### src/phtr_pkg.sv
// Shared types and constants for the prefix height table range finder.
// No dependencies; imported by the controller, datapath and top level.
`timescale 1ns / 1ps
package phtr_pkg;

   localparam int MAX_ENTRIES = 1024;
   localparam int HEIGHT_BITS = 16;
   localparam int ADDR_W      = $clog2(MAX_ENTRIES);
   localparam int CNT_W       = $clog2(MAX_ENTRIES + 1);
   localparam int IDX_W       = 12;
   localparam int HT_W        = 16;
   localparam int OFS_W       = 26;
   localparam int POS_W       = 11;
   localparam int OP_W        = 2;
   localparam int REQ_DATA_W  = 72;
   localparam int RSP_DATA_W  = 120;

   typedef enum logic [OP_W-1:0] {
      OP_SET   = 2'd0,
      OP_READ  = 2'd1,
      OP_QUERY = 2'd2,
      OP_CLEAR = 2'd3
   } op_type;

   typedef enum logic [2:0] {
      ST_IDLE,
      ST_DISPATCH,
      ST_ZERO,
      ST_WRITE,
      ST_RB_RD,
      ST_RB_WR,
      ST_SC_RD,
      ST_SC_EV
   } state_type;

   // Controller to datapath commands
   typedef struct packed {
      logic latch;
      logic zero_init;
      logic zero_step;
      logic set_write;
      logic walk_start;
      logic rd_ptr;
      logic rd_idx;
      logic rb_write;
      logic rb_finish;
      logic scan_eval;
      logic clear;
      logic load_out;
   } cmd_type;

   // Datapath to controller status
   typedef struct packed {
      op_type op;
      logic   idx_oob;
      logic   grow;
      logic   idx_in_range;
      logic   empty;
      logic   zero_done;
      logic   walk_done;
      logic   out_busy;
   } stat_type;

endpackage

### src/phtr_ctrl.sv
// Sequencer for the prefix height table: dispatches each word and walks the table.
// Depends on phtr_pkg for the state, command and status types.
`timescale 1ns / 1ps
module phtr_ctrl (
   input  logic               clock,
   input  logic               reset,
   input  logic               req_tvalid,
   output logic               req_tready,
   input  phtr_pkg::stat_type stat,
   output phtr_pkg::cmd_type  cmd
);
   import phtr_pkg::*;

   state_type state_ff, state_in;

   // State register
   always_ff @(posedge clock) begin
      if (reset) begin
         state_ff <= ST_IDLE;
      end else begin
         state_ff <= state_in;
      end
   end

   // Next state and commands
   always_comb begin
      state_in   = state_ff;
      cmd        = '0;
      req_tready = 1'b0;
      unique case (state_ff)
         ST_IDLE: begin
            req_tready = !stat.out_busy;
            if (req_tvalid && !stat.out_busy) begin
               cmd.latch = 1'b1;
               state_in  = ST_DISPATCH;
            end
         end
         ST_DISPATCH: begin
            unique case (stat.op)
               OP_SET: begin
                  if (stat.idx_oob) begin
                     cmd.load_out = 1'b1;
                     state_in     = ST_IDLE;
                  end else if (stat.grow) begin
                     cmd.zero_init = 1'b1;
                     state_in      = ST_ZERO;
                  end else begin
                     state_in = ST_WRITE;
                  end
               end
               OP_READ: begin
                  // read data is registered here and goes to the output register from ST_SC_EV
                  cmd.rd_idx = stat.idx_in_range;
                  state_in   = ST_SC_EV;
               end
               OP_QUERY: begin
                  if (stat.empty) begin
                     cmd.load_out = 1'b1;
                     state_in     = ST_IDLE;
                  end else begin
                     cmd.walk_start = 1'b1;
                     state_in       = ST_SC_RD;
                  end
               end
               OP_CLEAR: begin
                  cmd.clear    = 1'b1;
                  cmd.load_out = 1'b1;
                  state_in     = ST_IDLE;
               end
               default: state_in = ST_IDLE;
            endcase
         end
         ST_ZERO: begin
            if (stat.zero_done) begin
               state_in = ST_WRITE;
            end else begin
               cmd.zero_step = 1'b1;
            end
         end
         ST_WRITE: begin
            cmd.set_write  = 1'b1;
            cmd.walk_start = 1'b1;
            state_in       = ST_RB_RD;
         end
         ST_RB_RD: begin
            if (stat.walk_done) begin
               cmd.rb_finish = 1'b1;
               cmd.load_out  = 1'b1;
               state_in      = ST_IDLE;
            end else begin
               cmd.rd_ptr = 1'b1;
               state_in   = ST_RB_WR;
            end
         end
         ST_RB_WR: begin
            cmd.rb_write = 1'b1;
            state_in     = ST_RB_RD;
         end
         ST_SC_RD: begin
            if (stat.walk_done) begin
               cmd.load_out = 1'b1;
               state_in     = ST_IDLE;
            end else begin
               cmd.rd_ptr = 1'b1;
               state_in   = ST_SC_EV;
            end
         end
         ST_SC_EV: begin
            // a read entry finishes here; a scan evaluates and goes on
            if (stat.op == OP_READ) begin
               cmd.load_out = 1'b1;
               state_in     = ST_IDLE;
            end else begin
               cmd.scan_eval = 1'b1;
               state_in      = ST_SC_RD;
            end
         end
         default: state_in = ST_IDLE;
      endcase
   end

endmodule

### config.mk
export PLATFORM = sky130hd
export DESIGN_NAME = phtr_ctrl
export DESIGN_NICKNAME = d
export VERILOG_FILES = /design/src/phtr_pkg.sv /design/src/phtr_ctrl.sv
export SDC_FILE = /design/constraint.sdc
export NUM_CORES = 1
export LEC_CHECK = 0
export ABC_AREA = 1
export BUFFER_PORTS_ARGS = -buffer_cell sky130_fd_sc_hd__clkbuf_2
export CORE_AREA = 2 2 39 41
export DETAILED_ROUTE_END_ITERATION = 7
export DIE_AREA = 0 0 41 43
export SLEW_MARGIN = 25
export SYNTH_ARGS = -nofsm -noshare
export SYNTH_HDL_FRONTEND = slang
export SYNTH_SLANG_ARGS = --single-unit
### constraint.sdc
create_clock -name clock -period 1.2 [get_ports clock]
set_input_delay 0.12 -clock clock [delete_from_list [all_inputs] [get_ports clock]]
set_output_delay 0.12 -clock clock [all_outputs]
set_load 0.1 [all_outputs]
Word-level counts from Yosys, hierarchy flattened
Cells that the tools add are included.
{ "op_classes": {"eq_ne": 12, "div": 0, "n_bitwise": 0, "n_mux": 39, "n_addsub": 0, "reduce_logical": 7, "mul": 0, "n_shift": 0, "order_cmp": 0} }
{ "ops": {"columns": ["cell", "count"], "rows": [
  ["1-bit two-way mux", 27],
  ["3-bit two-way mux", 7],
  ["3-bit case mux with 7 select lines", 1],
  ["3-bit equality test, second input constant", 4],
  ["3-bit case mux with 4 select lines", 1],
  ["3-bit by 2-bit equality test with 1-bit output, second input constant", 2],
  ["1-bit case mux with 3 select lines", 2],
  ["2-bit equality test, second input constant", 2],
  ["2-bit inequality test, second input constant", 2],
  ["2-bit OR reduction", 2],
  ["3-bit by 1-bit equality test with 1-bit output, second input constant", 1],
  ["3-bit zero test", 1],
  ["2-bit by 1-bit equality test with 1-bit output, second input constant", 1],
  ["2-bit zero test", 1],
  ["1-bit case mux with 2 select lines", 1],
  ["2-bit AND reduction", 1],
  ["1-bit logical AND", 1],
  ["1-bit zero test", 1]
]} }
{ "totals": {"latchBits": 0, "mem_bits_ro": 0, "ff_bits": 3, "elab_cells": 59, "out_inout_bits": 13, "mem_bits_rw": 0, "memories": 0} }

Depth between registers and ports, before layout
Gate-level depths: netlist (run 1).
{ "logic_depth": {"depth_word": 4, "ltp_mapped": 7} }

Worst setup path after synthesis (run 1)
Ideal clock, no wire load.
{ "synth_path": {"kind": "flip-flop to output port", "startpoint": "register state_ff[0]", "endpoint": "output cmd[7] in the netlist's numbering", "path_buffers": 0, "arrival_time_ns": 2.787, "path_stages_with_launch": 5, "slack_ns": -1.707, "cell_sequence": "dfxtp_1 nand2_2 nor2_4 inv_2 o21ai_0"} }
{ "synth_rtl": {"columns": ["element", "line_no", "text"], "rows": [
  ["from (decl)", "phtr_ctrl.sv:14", "state_type state_ff, state_in;"],
  ["from (signal assigned)", "phtr_ctrl.sv:21", "state_ff <= state_in;"],
  ["to (decl)", "phtr_ctrl.sv:10", "output phtr_pkg::cmd_type cmd"]
]} }

==> metrics.cfg, run 1 <==
[run_status]
outcome=complete, but fails checks
failed_checks=setup timing

[placed_design]
dp.cells=113
dpl_cell_area_um2=843.3
place_ws_ns=-0.03843
placement.io_buffers=24
place.gp.congestion=0.8197
dp_hpwl_um=1070

[worst_setup_path]
cp-start-kind=register
worst_r2r_path_depth=8
arrival_ns=1.33
slowest_stage=dfxtp_4
r2r-start=state_ff[1]
cp.required_ns=1.08
max_stage_delay_ns=0.43
criticalPathCategory=register to output port
r2r-end=state_ff[1]
path_cells=inv_8, nor2_4, nand3_1, o211ai_1, buf_12
crit_fanout=6
r2r_slack_ns=0.05
end_kind=output port

[finish]
drive_gt1_share_pct=66.07
final_cells=128
largestRegisters=state_ff (3)
largest_reg_flops=3
fill_cells=97
area_delta_synth_final_pct=184.4
final_area_um2=1025
regMostFlops=state_ff
n_antenna_cell=0
nNetsFinal=125

[run]
drv_cap=0

[die]
dieArea_um2=1763
die_height_um=43
placement_rows=14
die_x_um=41
ioPinCount=25
core_um2=1384
start_util_pct=26.04

[yosys]
synth_edf_count=0
seq_area_frac_synth_pct=16.67
syn_area_um2=360.3
yosys.area.top_type_share_pct=16.67
synthTopCellsByCount=nand2_1 (13), inv_1 (12), nor2_1 (11)
async_reset_ff_share_pct=0
ys_types=15
syn-instance-count=67
post_synth.cell_area_avg_um2=5.378
syn-num-nets=79
netlist_top_cells_area=dfxtp_1 (17%), nand2_1 (14%), nand3_1 (13%)
synth_warnings=0
synth_top_area_cell=dfxtp_1
post-synth-top-count-cell=nand2_1
ys_ff_latch=3
synth_ff_type=dfxtp_1

[clock_network]
cts_buffer_depth=2
htreeDepth=1
clockRootBuffer=clkbuf_4
clk_latency_ns=0.23
clk_pin_slew_worst_paths_ns=0.03
clock_sinks=3
cts_buffers=3
cts_tree=done
ctsHoldBuffers=0

[min_path]
worstHoldStart=reset
hold_path_depth=2
worstHoldPathType=primary input to register
hold_path_end=state_ff[2]

[power_and_ir_drop]
leakage_nw=0.4621
vdd_drop_max_uv=989.3
power_density_nw_per_um2=1066

[timing]
fin_crit_sh_pct=120.7
slew-limit-headroom_pct=78.36
timing.final.ws_setup_ns=-0.2482
layout_min_cycle_time_ns=1.448
tightestPinTransition_ns=0.3232
setup_viol=13
hold_viol=0
max_freq_mhz=690.5
fin_skew_ns=0.002574
slew_viol_final=0
rsz0062_at_grt=true

[global_routing]
grt_max_degree=7
grt_pass1_wl_um=2394
grt_pass1_vias=578
antenna_found_initial=0
globalRouteOverflowTotal=0
gr-usage-all-layers_pct=19.28

[drt]
firstDrtPassIters=4
post_drt_wl_per_cell_um=11.70
drc_errors=0
ant_nets=0
dr.first_iter.drc_count=9
wirelength_um=1497
num_vias=615
routed_via_density=4.805

## layout make-up
| type | instances | area (um^2) | share of cell area, % |
|---|---|---|---|
| multi-input cells | 50 | 380.4 | 37.12 |
| well taps | 16 | 20.02 | 1.954 |
| flip-flops and latches | 3 | 68.82 | 6.716 |
| repair buffers | 41 | 457.9 | 44.69 |
| clock buffers | 4 | 26.28 | 2.564 |
| inverters | 14 | 71.32 | 6.960 |
## report_power, final
group | switching (W) | internal, W
logic | 0.000467 | 0.000306
clock network | 0.0000467 | 0.000124
registers | 0.0000298 | 0.000118
total | 0.000544 | 0.000549
## critical path: cells and delay by family (launching register included)
kind,cells,cell delay [ns]
buffers and inverters,2,0.28
and+or+nand+nor,2,0.22
AOI/OAI and AO/OA,1,0.16
DFF,1,0.43
## routing by layer
| metal | track usage (%) | part of all wire, % | up-vias |
|---|---|---|---|
| li1 | - | - | 304 |
| met1 | 24.12 | 37 | 282 |
| met2 | 33.75 | 56 | 25 |
| met3 | 4.712 | 6.1 | 4 |
| met4 | 0 | 1.1 | 0 |
| met5 | 0 | 0 | - |
## timing repair
action                     4_1_cts  5_1_grt
gates cloned                     0        0
setup buffers                   11        1
pin swaps                       10        2
gates resized for setup         14        4
setup endpoints to repair       13       14
hold endpoints to repair         0        0
## logic make-up after synthesis
kind of cell           Yosys count  synth area share (%)
AO/OA/AOI/OAI                    6                 9.027
flip-flops                       3                 16.67
buffers and inverters           14                 15.28
AND/OR/NAND/NOR                 44                 59.02
## layout by cell type (no fill, tap or decap), types with 2 or more instances in the layout
cell type	count
a21oi_1	2
buf_12	13
buf_4	13
buf_6	4
clkbuf_2	11
clkbuf_4	3
clkinvlp_4	3
dfxtp_4	2
inv_1	6
inv_2	4
nand2_1	10
nand2_4	4
nand3_1	7
nand3b_1	2
nand4_1	2
nor2_1	5
nor2_4	8
nor3_4	3
o21ai_0	2
## through the flow
step           power (W)  hold slack (ns)  util, %  TNS (ns)
6_report        0.001093          0.08591    74.05    -2.015
5_1_grt         0.001150          0.08971    74.05    -2.699
4_1_cts         0.001066          0.07023    72.06    -1.935
3_5_place_dp   0.0007786           0.3056    60.94  -0.03843
3_3_place_gp   0.0007706           0.3042    60.94         0
2_1_floorplan  0.0005462           0.1794        -    -3.110
## worst max-delay path by stage
| stage | start | to | cells past startpoint |
|---|---|---|---|
| after floorplan | state_ff[2] | cmd[0] | 2 |
| after global placement | state_ff[0] | cmd[10] | 5 |
| after detailed placement | state_ff[0] | cmd[10] | 5 |
| after CTS | state_ff[1] | cmd[10] | 6 |
| after global routing | state_ff[1] | cmd[10] | 6 |
| final | state_ff[2] | cmd[0] | 5 |
Note: power is estimated with default switching activity, not from simulation.
==> run 2, diff against run 1 <==
RECOVER_POWER = 100   (was default)
TNS_END_PERCENT = 20   (was default)
==> run 2 against run 1 <==
  * The flow still finishes with violations (setup timing)
  * Critical path type unchanged
  * Total power decreased by 13%
  * Maximum frequency increased by 3.6%
  * Sequential power decreased by 5%
  * Highest routed layer unchanged
  * Non-clock buffer count decreased by 12
  * Clock skew about the same
  * Clock power about the same
  * Utilization decreased by 12 points
  * Clock-buffer cell count unchanged
  * Largest cell class unchanged
  * First-iteration DRC count increased by 11%
  * Combinational power decreased by 18%
  * Cell count decreased by 9.4%
  * Global-route usage decreased by 2.6 points
==> metrics.cfg, run 2 (same netlist as run 1, synthesis figures left out) <==
[global_routing]
grt_pass1_wl_um=2042  ; -15%
gr-usage-all-layers_pct=16.72  ; -2.6 points
antenna_found_initial=0  ; unchanged
grt_pass1_vias=524  ; -9.3%
globalRouteOverflowTotal=0  ; unchanged
grt_max_degree=8  ; +1

[drt]
num_vias=537  ; -13%
ant_nets=0  ; unchanged
drc_errors=0  ; unchanged
firstDrtPassIters=4  ; unchanged
dr.first_iter.drc_count=10  ; +1
post_drt_wl_per_cell_um=9.931  ; -15%
wirelength_um=1152  ; -23%
routed_via_density=4.629  ; -3.7%

[min_path]
worstHoldPathType=primary input to register
hold_path_depth=2  ; unchanged

[worst_setup_path]
cp.required_ns=1.08  ; about the same
arrival_ns=1.28  ; -0.05 ns
r2r_slack_ns=0.13  ; +0.08 ns
criticalPathCategory=register to output port
r2r-start=state_ff[1]
cp-start-kind=register
end_kind=output port
max_stage_delay_ns=0.36  ; -0.07 ns
crit_fanout=5  ; -1
worstSetupEndpoint=cmd[10]
r2r-end=state_ff[2]
worst_r2r_path_depth=6  ; -2
slowest_stage=dfxtp_2
worstSetupStartpoint=state_ff[0]
path_cells=nand2_2, nor2_4, nand3_2, nor3_4, buf_12

[timing]
whs_ns=0.06543  ; -0.02048 ns
rsz0062_at_grt=true
fin_skew_ns=0.003050  ; +0.0004759 ns
max_freq_mhz=715.3  ; +3.6%
hold_viol=0  ; unchanged
layout_min_cycle_time_ns=1.398  ; -0.05013 ns
setup_viol=13  ; unchanged
tns_ns=-1.326  ; +0.6887 ns
fin_crit_sh_pct=116.5  ; -4.2 points
tightestPinTransition_ns=0.2893  ; -0.03391 ns
slew-limit-headroom_pct=80.63  ; +2.3 points
slew_viol_final=0  ; unchanged
timing.final.ws_setup_ns=-0.1981  ; +0.05013 ns

[finish]
largestRegisters=state_ff (3)
drive_gt1_share_pct=59.00  ; -7.1 points
regMostFlops=state_ff
area_delta_synth_final_pct=137.8
final_common_cell=buf_12
n_antenna_cell=0  ; unchanged
largest_reg_flops=3  ; unchanged
nNetsFinal=113  ; -9.6%
final_cell_mix=buf_12 (13), nand2_1 (12), clkbuf_2 (11)

[run_status]
outcome=complete, but fails checks
failed_checks=setup timing

[power_and_ir_drop]
power_density_nw_per_um2=1105  ; +3.7%
vdd_drop_max_uv=729.6  ; -26%
leakage_nw=0.4094  ; -11%
power_w=0.0009473  ; -13%

[die]
die_height_um=43  ; unchanged
ioPinCount=25  ; unchanged
core_um2=1384  ; unchanged
dieArea_um2=1763  ; unchanged
placement_rows=14  ; unchanged
start_util_pct=26.04  ; unchanged
die_x_um=41  ; unchanged

[clock_network]
cts_tree=done
clk_latency_ns=0.23  ; about the same
cts_buffer_depth=2  ; unchanged
clockRootBuffer=clkbuf_4
clk_pin_slew_worst_paths_ns=0.04  ; about the same
cts_buffers=3  ; unchanged
htreeDepth=1  ; unchanged
ctsHoldBuffers=0  ; unchanged
clock_sinks=3  ; unchanged

[run]
drv_cap=0  ; unchanged

[placed_design]
place.gp.congestion=0.9094  ; +11%
dp_hpwl_um=942.8  ; -12%
placement.io_buffers=24  ; unchanged

## run 2: critical path, delay by kind of cell (launching register included)
kind / cells / cell delay [ns]
AND/OR/NAND/NOR: 4 / 0.50
flip-flops: 1 / 0.36
buffers and inverters: 1 / 0.20
## run 2: power breakdown
group          switching, W  internal (W)  total, W  leakage (nW)
clock network     0.0000492      0.000124  0.000174        0.0150
logic              0.000411      0.000222  0.000633         0.368
registers         0.0000239      0.000117  0.000141        0.0261
## run 2: what timing repair did
action / 4_1_cts / 5_1_grt
setup endpoints to repair: 13 / 13
setup buffers: 1 / 0
pin swaps: 5 / 3
resized for setup: 14 / 4
## run 2: through the flow
step           area (um^2)  instances  setup slack, ns  utilization (%)
2_1_floorplan        405.4         67          -0.8448                -
3_3_place_gp         770.7        111         -0.01063            55.70
3_5_place_dp         770.7        111         -0.03477            55.70
4_1_cts              847.1        116          -0.2187            61.21
5_1_grt              857.1        116          -0.2871            61.93
6_report             857.1        116          -0.1981            61.93
## run 2: layout make-up
| type | count | area, um^2 |
|---|---|---|
| Sequential cell | 3 | 66.31 |
| Inverter | 14 | 60.06 |
| Timing Repair Buffer | 29 | 356.6 |
| Fill cell | 118 | 526.8 |
| Tap cell | 16 | 20.02 |
| Multi-Input combinational cell | 50 | 327.8 |
| Clock buffer | 4 | 26.28 |
## run 2: layer usage
metal | up-vias | wire length, um | global-route usage (%)
li1 | 281 | - | -
met1 | 244 | 463 | 20.78
met2 | 10 | 639 | 25.62
met3 | 2 | 34 | 4.712
met4 | 0 | 14 | 7.333
met5 | - | 0 | 0
## run 2: how the worst min path moves through the flow
stage,from,endpoint,slack [ns]
final,reset,state_ff[2],0.07
after global routing,reset,state_ff[1],0.07
after CTS,reset,state_ff[2],0.07
after detailed placement,reset,state_ff[2],0.30
after global placement,reset,state_ff[2],0.30
after floorplan,reset,state_ff[2],0.18
==> run 3, diff against run 2 <==
PLACE_DENSITY = 0.58   (was default)
==> run 3 against run 2 <==
  * The flow still finishes with violations (setup timing)
  * Critical endpoint unchanged
  * Clock power barely moved
  * Cell area fell by 1.0%
  * Sequential cell count did not move
  * Critical path depth rose by 1
  * Wire length fell by 11%
  * Sequential power fell by 3%
  * Via count fell by 1.5%
  * Combinational power fell by 1%
  * First-iteration DRC count fell by 60%
==> metrics.cfg, run 3 (same netlist as run 1, synthesis figures left out) <==
[global_routing]
grt_pass1_wl_um=1856  ; -9.1%
grt_pass1_vias=464  ; -11%
globalRouteOverflowTotal=0  ; unchanged
gr-usage-all-layers_pct=14.80  ; -1.9 points
antenna_found_initial=0  ; unchanged
grt_max_degree=8  ; unchanged

[finish]
largestRegisters=state_ff (3)
final_cell_mix=buf_12 (13), nand2_1 (12), clkbuf_2 (11)
final_cells=115  ; -0.86%
regMostFlops=state_ff
largest_reg_flops=3  ; unchanged
final_common_cell=buf_12
fill_cells=115  ; -2.5%
final_area_um2=848.3  ; -1.0%
nNetsFinal=112  ; -0.88%
drive_gt1_share_pct=58.59  ; -0.41 points
area_delta_synth_final_pct=135.4
n_antenna_cell=0  ; unchanged

[power_and_ir_drop]
power_density_nw_per_um2=1106  ; about the same
leakage_nw=0.3990  ; -2.5%
power_w=0.0009379  ; -1.0%
vdd_drop_max_uv=588.8  ; -19%

[clock_network]
ctsHoldBuffers=0  ; unchanged
clk_pin_slew_worst_paths_ns=0.04  ; about the same
cts_buffer_depth=2  ; unchanged
clockRootBuffer=clkbuf_4
htreeDepth=1  ; unchanged
post_cts_buffers=0  ; -1
cts_tree=done
clock_sinks=3  ; unchanged
clk_latency_ns=0.23  ; about the same
cts_buffers=3  ; unchanged

[timing]
tightestPinTransition_ns=0.2915  ; +0.002153 ns
max_freq_mhz=718.5  ; +0.46%
setup_viol=11  ; -2
timing.final.ws_setup_ns=-0.1917  ; +0.006345 ns
fin_crit_sh_pct=116.0  ; -0.53 points
fin_skew_ns=0.0001203  ; -0.002929 ns
rsz0062_at_grt=true
layout_min_cycle_time_ns=1.392  ; -0.006345 ns
slew_viol_final=0  ; unchanged
hold_viol=0  ; unchanged
slew-limit-headroom_pct=80.48  ; -0.14 points

[run_status]
outcome=complete, but fails checks
failed_checks=setup timing

[worst_setup_path]
path_cells=inv_2, nand2_2, nor2_4, nand3_2, nor3_4, buf_12
r2r-start=state_ff[1]
arrival_ns=1.27  ; about the same
crit_fanout=5  ; unchanged
crit_family=simple AND/OR/NAND/NOR gates
max_stage_delay_ns=0.32  ; -0.04 ns
criticalPathCategory=register to output port
critical_path_buf_inv_count=2  ; +1
worstSetupStartpoint=state_ff[1]
end_kind=output port
cp-start-kind=register
cp.required_ns=1.08  ; about the same
slowest_stage=dfxtp_2

[run]
drv_cap=0  ; unchanged

[drt]
post_drt_wl_per_cell_um=8.948  ; -9.9%
ant_nets=0  ; unchanged
num_vias=529  ; -1.5%
wirelength_um=1029  ; -11%
firstDrtPassIters=4  ; unchanged
dr.first_iter.drc_count=4  ; -6
routed_via_density=4.600  ; -0.63%
drc_errors=0  ; unchanged

[placed_design]
place.gp.congestion=0.8247  ; -9.3%
dp_hpwl_um=881.5  ; -6.5%
placement.io_buffers=24  ; unchanged
dpl_cell_area_um2=770.7  ; unchanged
dp.cells=111  ; unchanged
place_ws_ns=-0.03051  ; +0.004256 ns

[die]
placement_rows=14  ; unchanged
start_util_pct=26.04  ; unchanged
die_height_um=43  ; unchanged
ioPinCount=25  ; unchanged
dieArea_um2=1763  ; unchanged
core_um2=1384  ; unchanged
die_x_um=41  ; unchanged

[min_path]
worstHoldPathType=primary input to register
worstHoldStart=reset

[run 3: cell types whose count changed in the layout (fill, tap and decap cells not counted)]
cell,before,now
buf_6,1,0
inv_6,0,1
inv_8,1,0
nor2_2,4,3
nor2_4,4,5
[run 3: metrics by stage]
step | utilization (%) | TNS, ns | hold WS [ns]
floorplan | - | -5.876 | 0.1794
global placement | 55.70 | 0 | 0.3042
detailed placement | 55.70 | -0.03051 | 0.3178
CTS | 59.86 | -1.586 | 0.06939
global route | 61.30 | -2.137 | 0.07699
finish | 61.30 | -1.184 | 0.07928
[run 3: worst reg2reg max path: stages (launching register included)]
cell and delay, ns:
dfxtp_2 0.32, inv_2 0.05, nand2_2 0.06, nor2_4 0.14
inv_2 0.08, nor2_1 0.11, nor2_1 0.05, nor2_1 0.09
[run 3: layer usage]
| layer | routed length, um | global-route usage [%] | vias to the layer above |
|---|---|---|---|
| li1 | - | - | 279 |
| met1 | 440 | 21.75 | 238 |
| met2 | 558 | 21.25 | 12 |
| met3 | 30 | 0 | 0 |
| met4 | 0 | 8.000 | 0 |
| met5 | 0 | 0 | - |
[run 3: final timing paths]
kind	end	slack, ns	cells past startpoint
min reg2reg	state_ff[0]	0.63	4
max reg2reg	state_ff[1]	0.22	7
min	state_ff[2]	0.08	2
max	cmd[10]	-0.19	6
[run 3: area by class of cell]
class	instances	area, um^2	area share, %
repair buffers	28	345.3	40.71
multi-input cells	50	332.8	39.23
flip-flops and latches	3	66.31	7.817
inverters	14	57.56	6.785
clock buffers	4	26.28	3.097
well taps	16	20.02	2.360
[run 3: power by group]
| group | internal [W] | switching, W | total, W | leakage (nW) |
|---|---|---|---|---|
| Combinational | 0.000216 | 0.000411 | 0.000626 | 0.358 |
| Clock | 0.000124 | 0.0000503 | 0.000175 | 0.0150 |
| Sequential | 0.000117 | 0.0000201 | 0.000137 | 0.0261 |
| Total | 0.000457 | 0.000481 | 0.000938 | 0.399 |
[run 3: repair_timing]
item | CTS | global route
endpoints found under the setup margin | 13 | 13
pin swaps | 4 | 1
resized for setup | 12 | 5
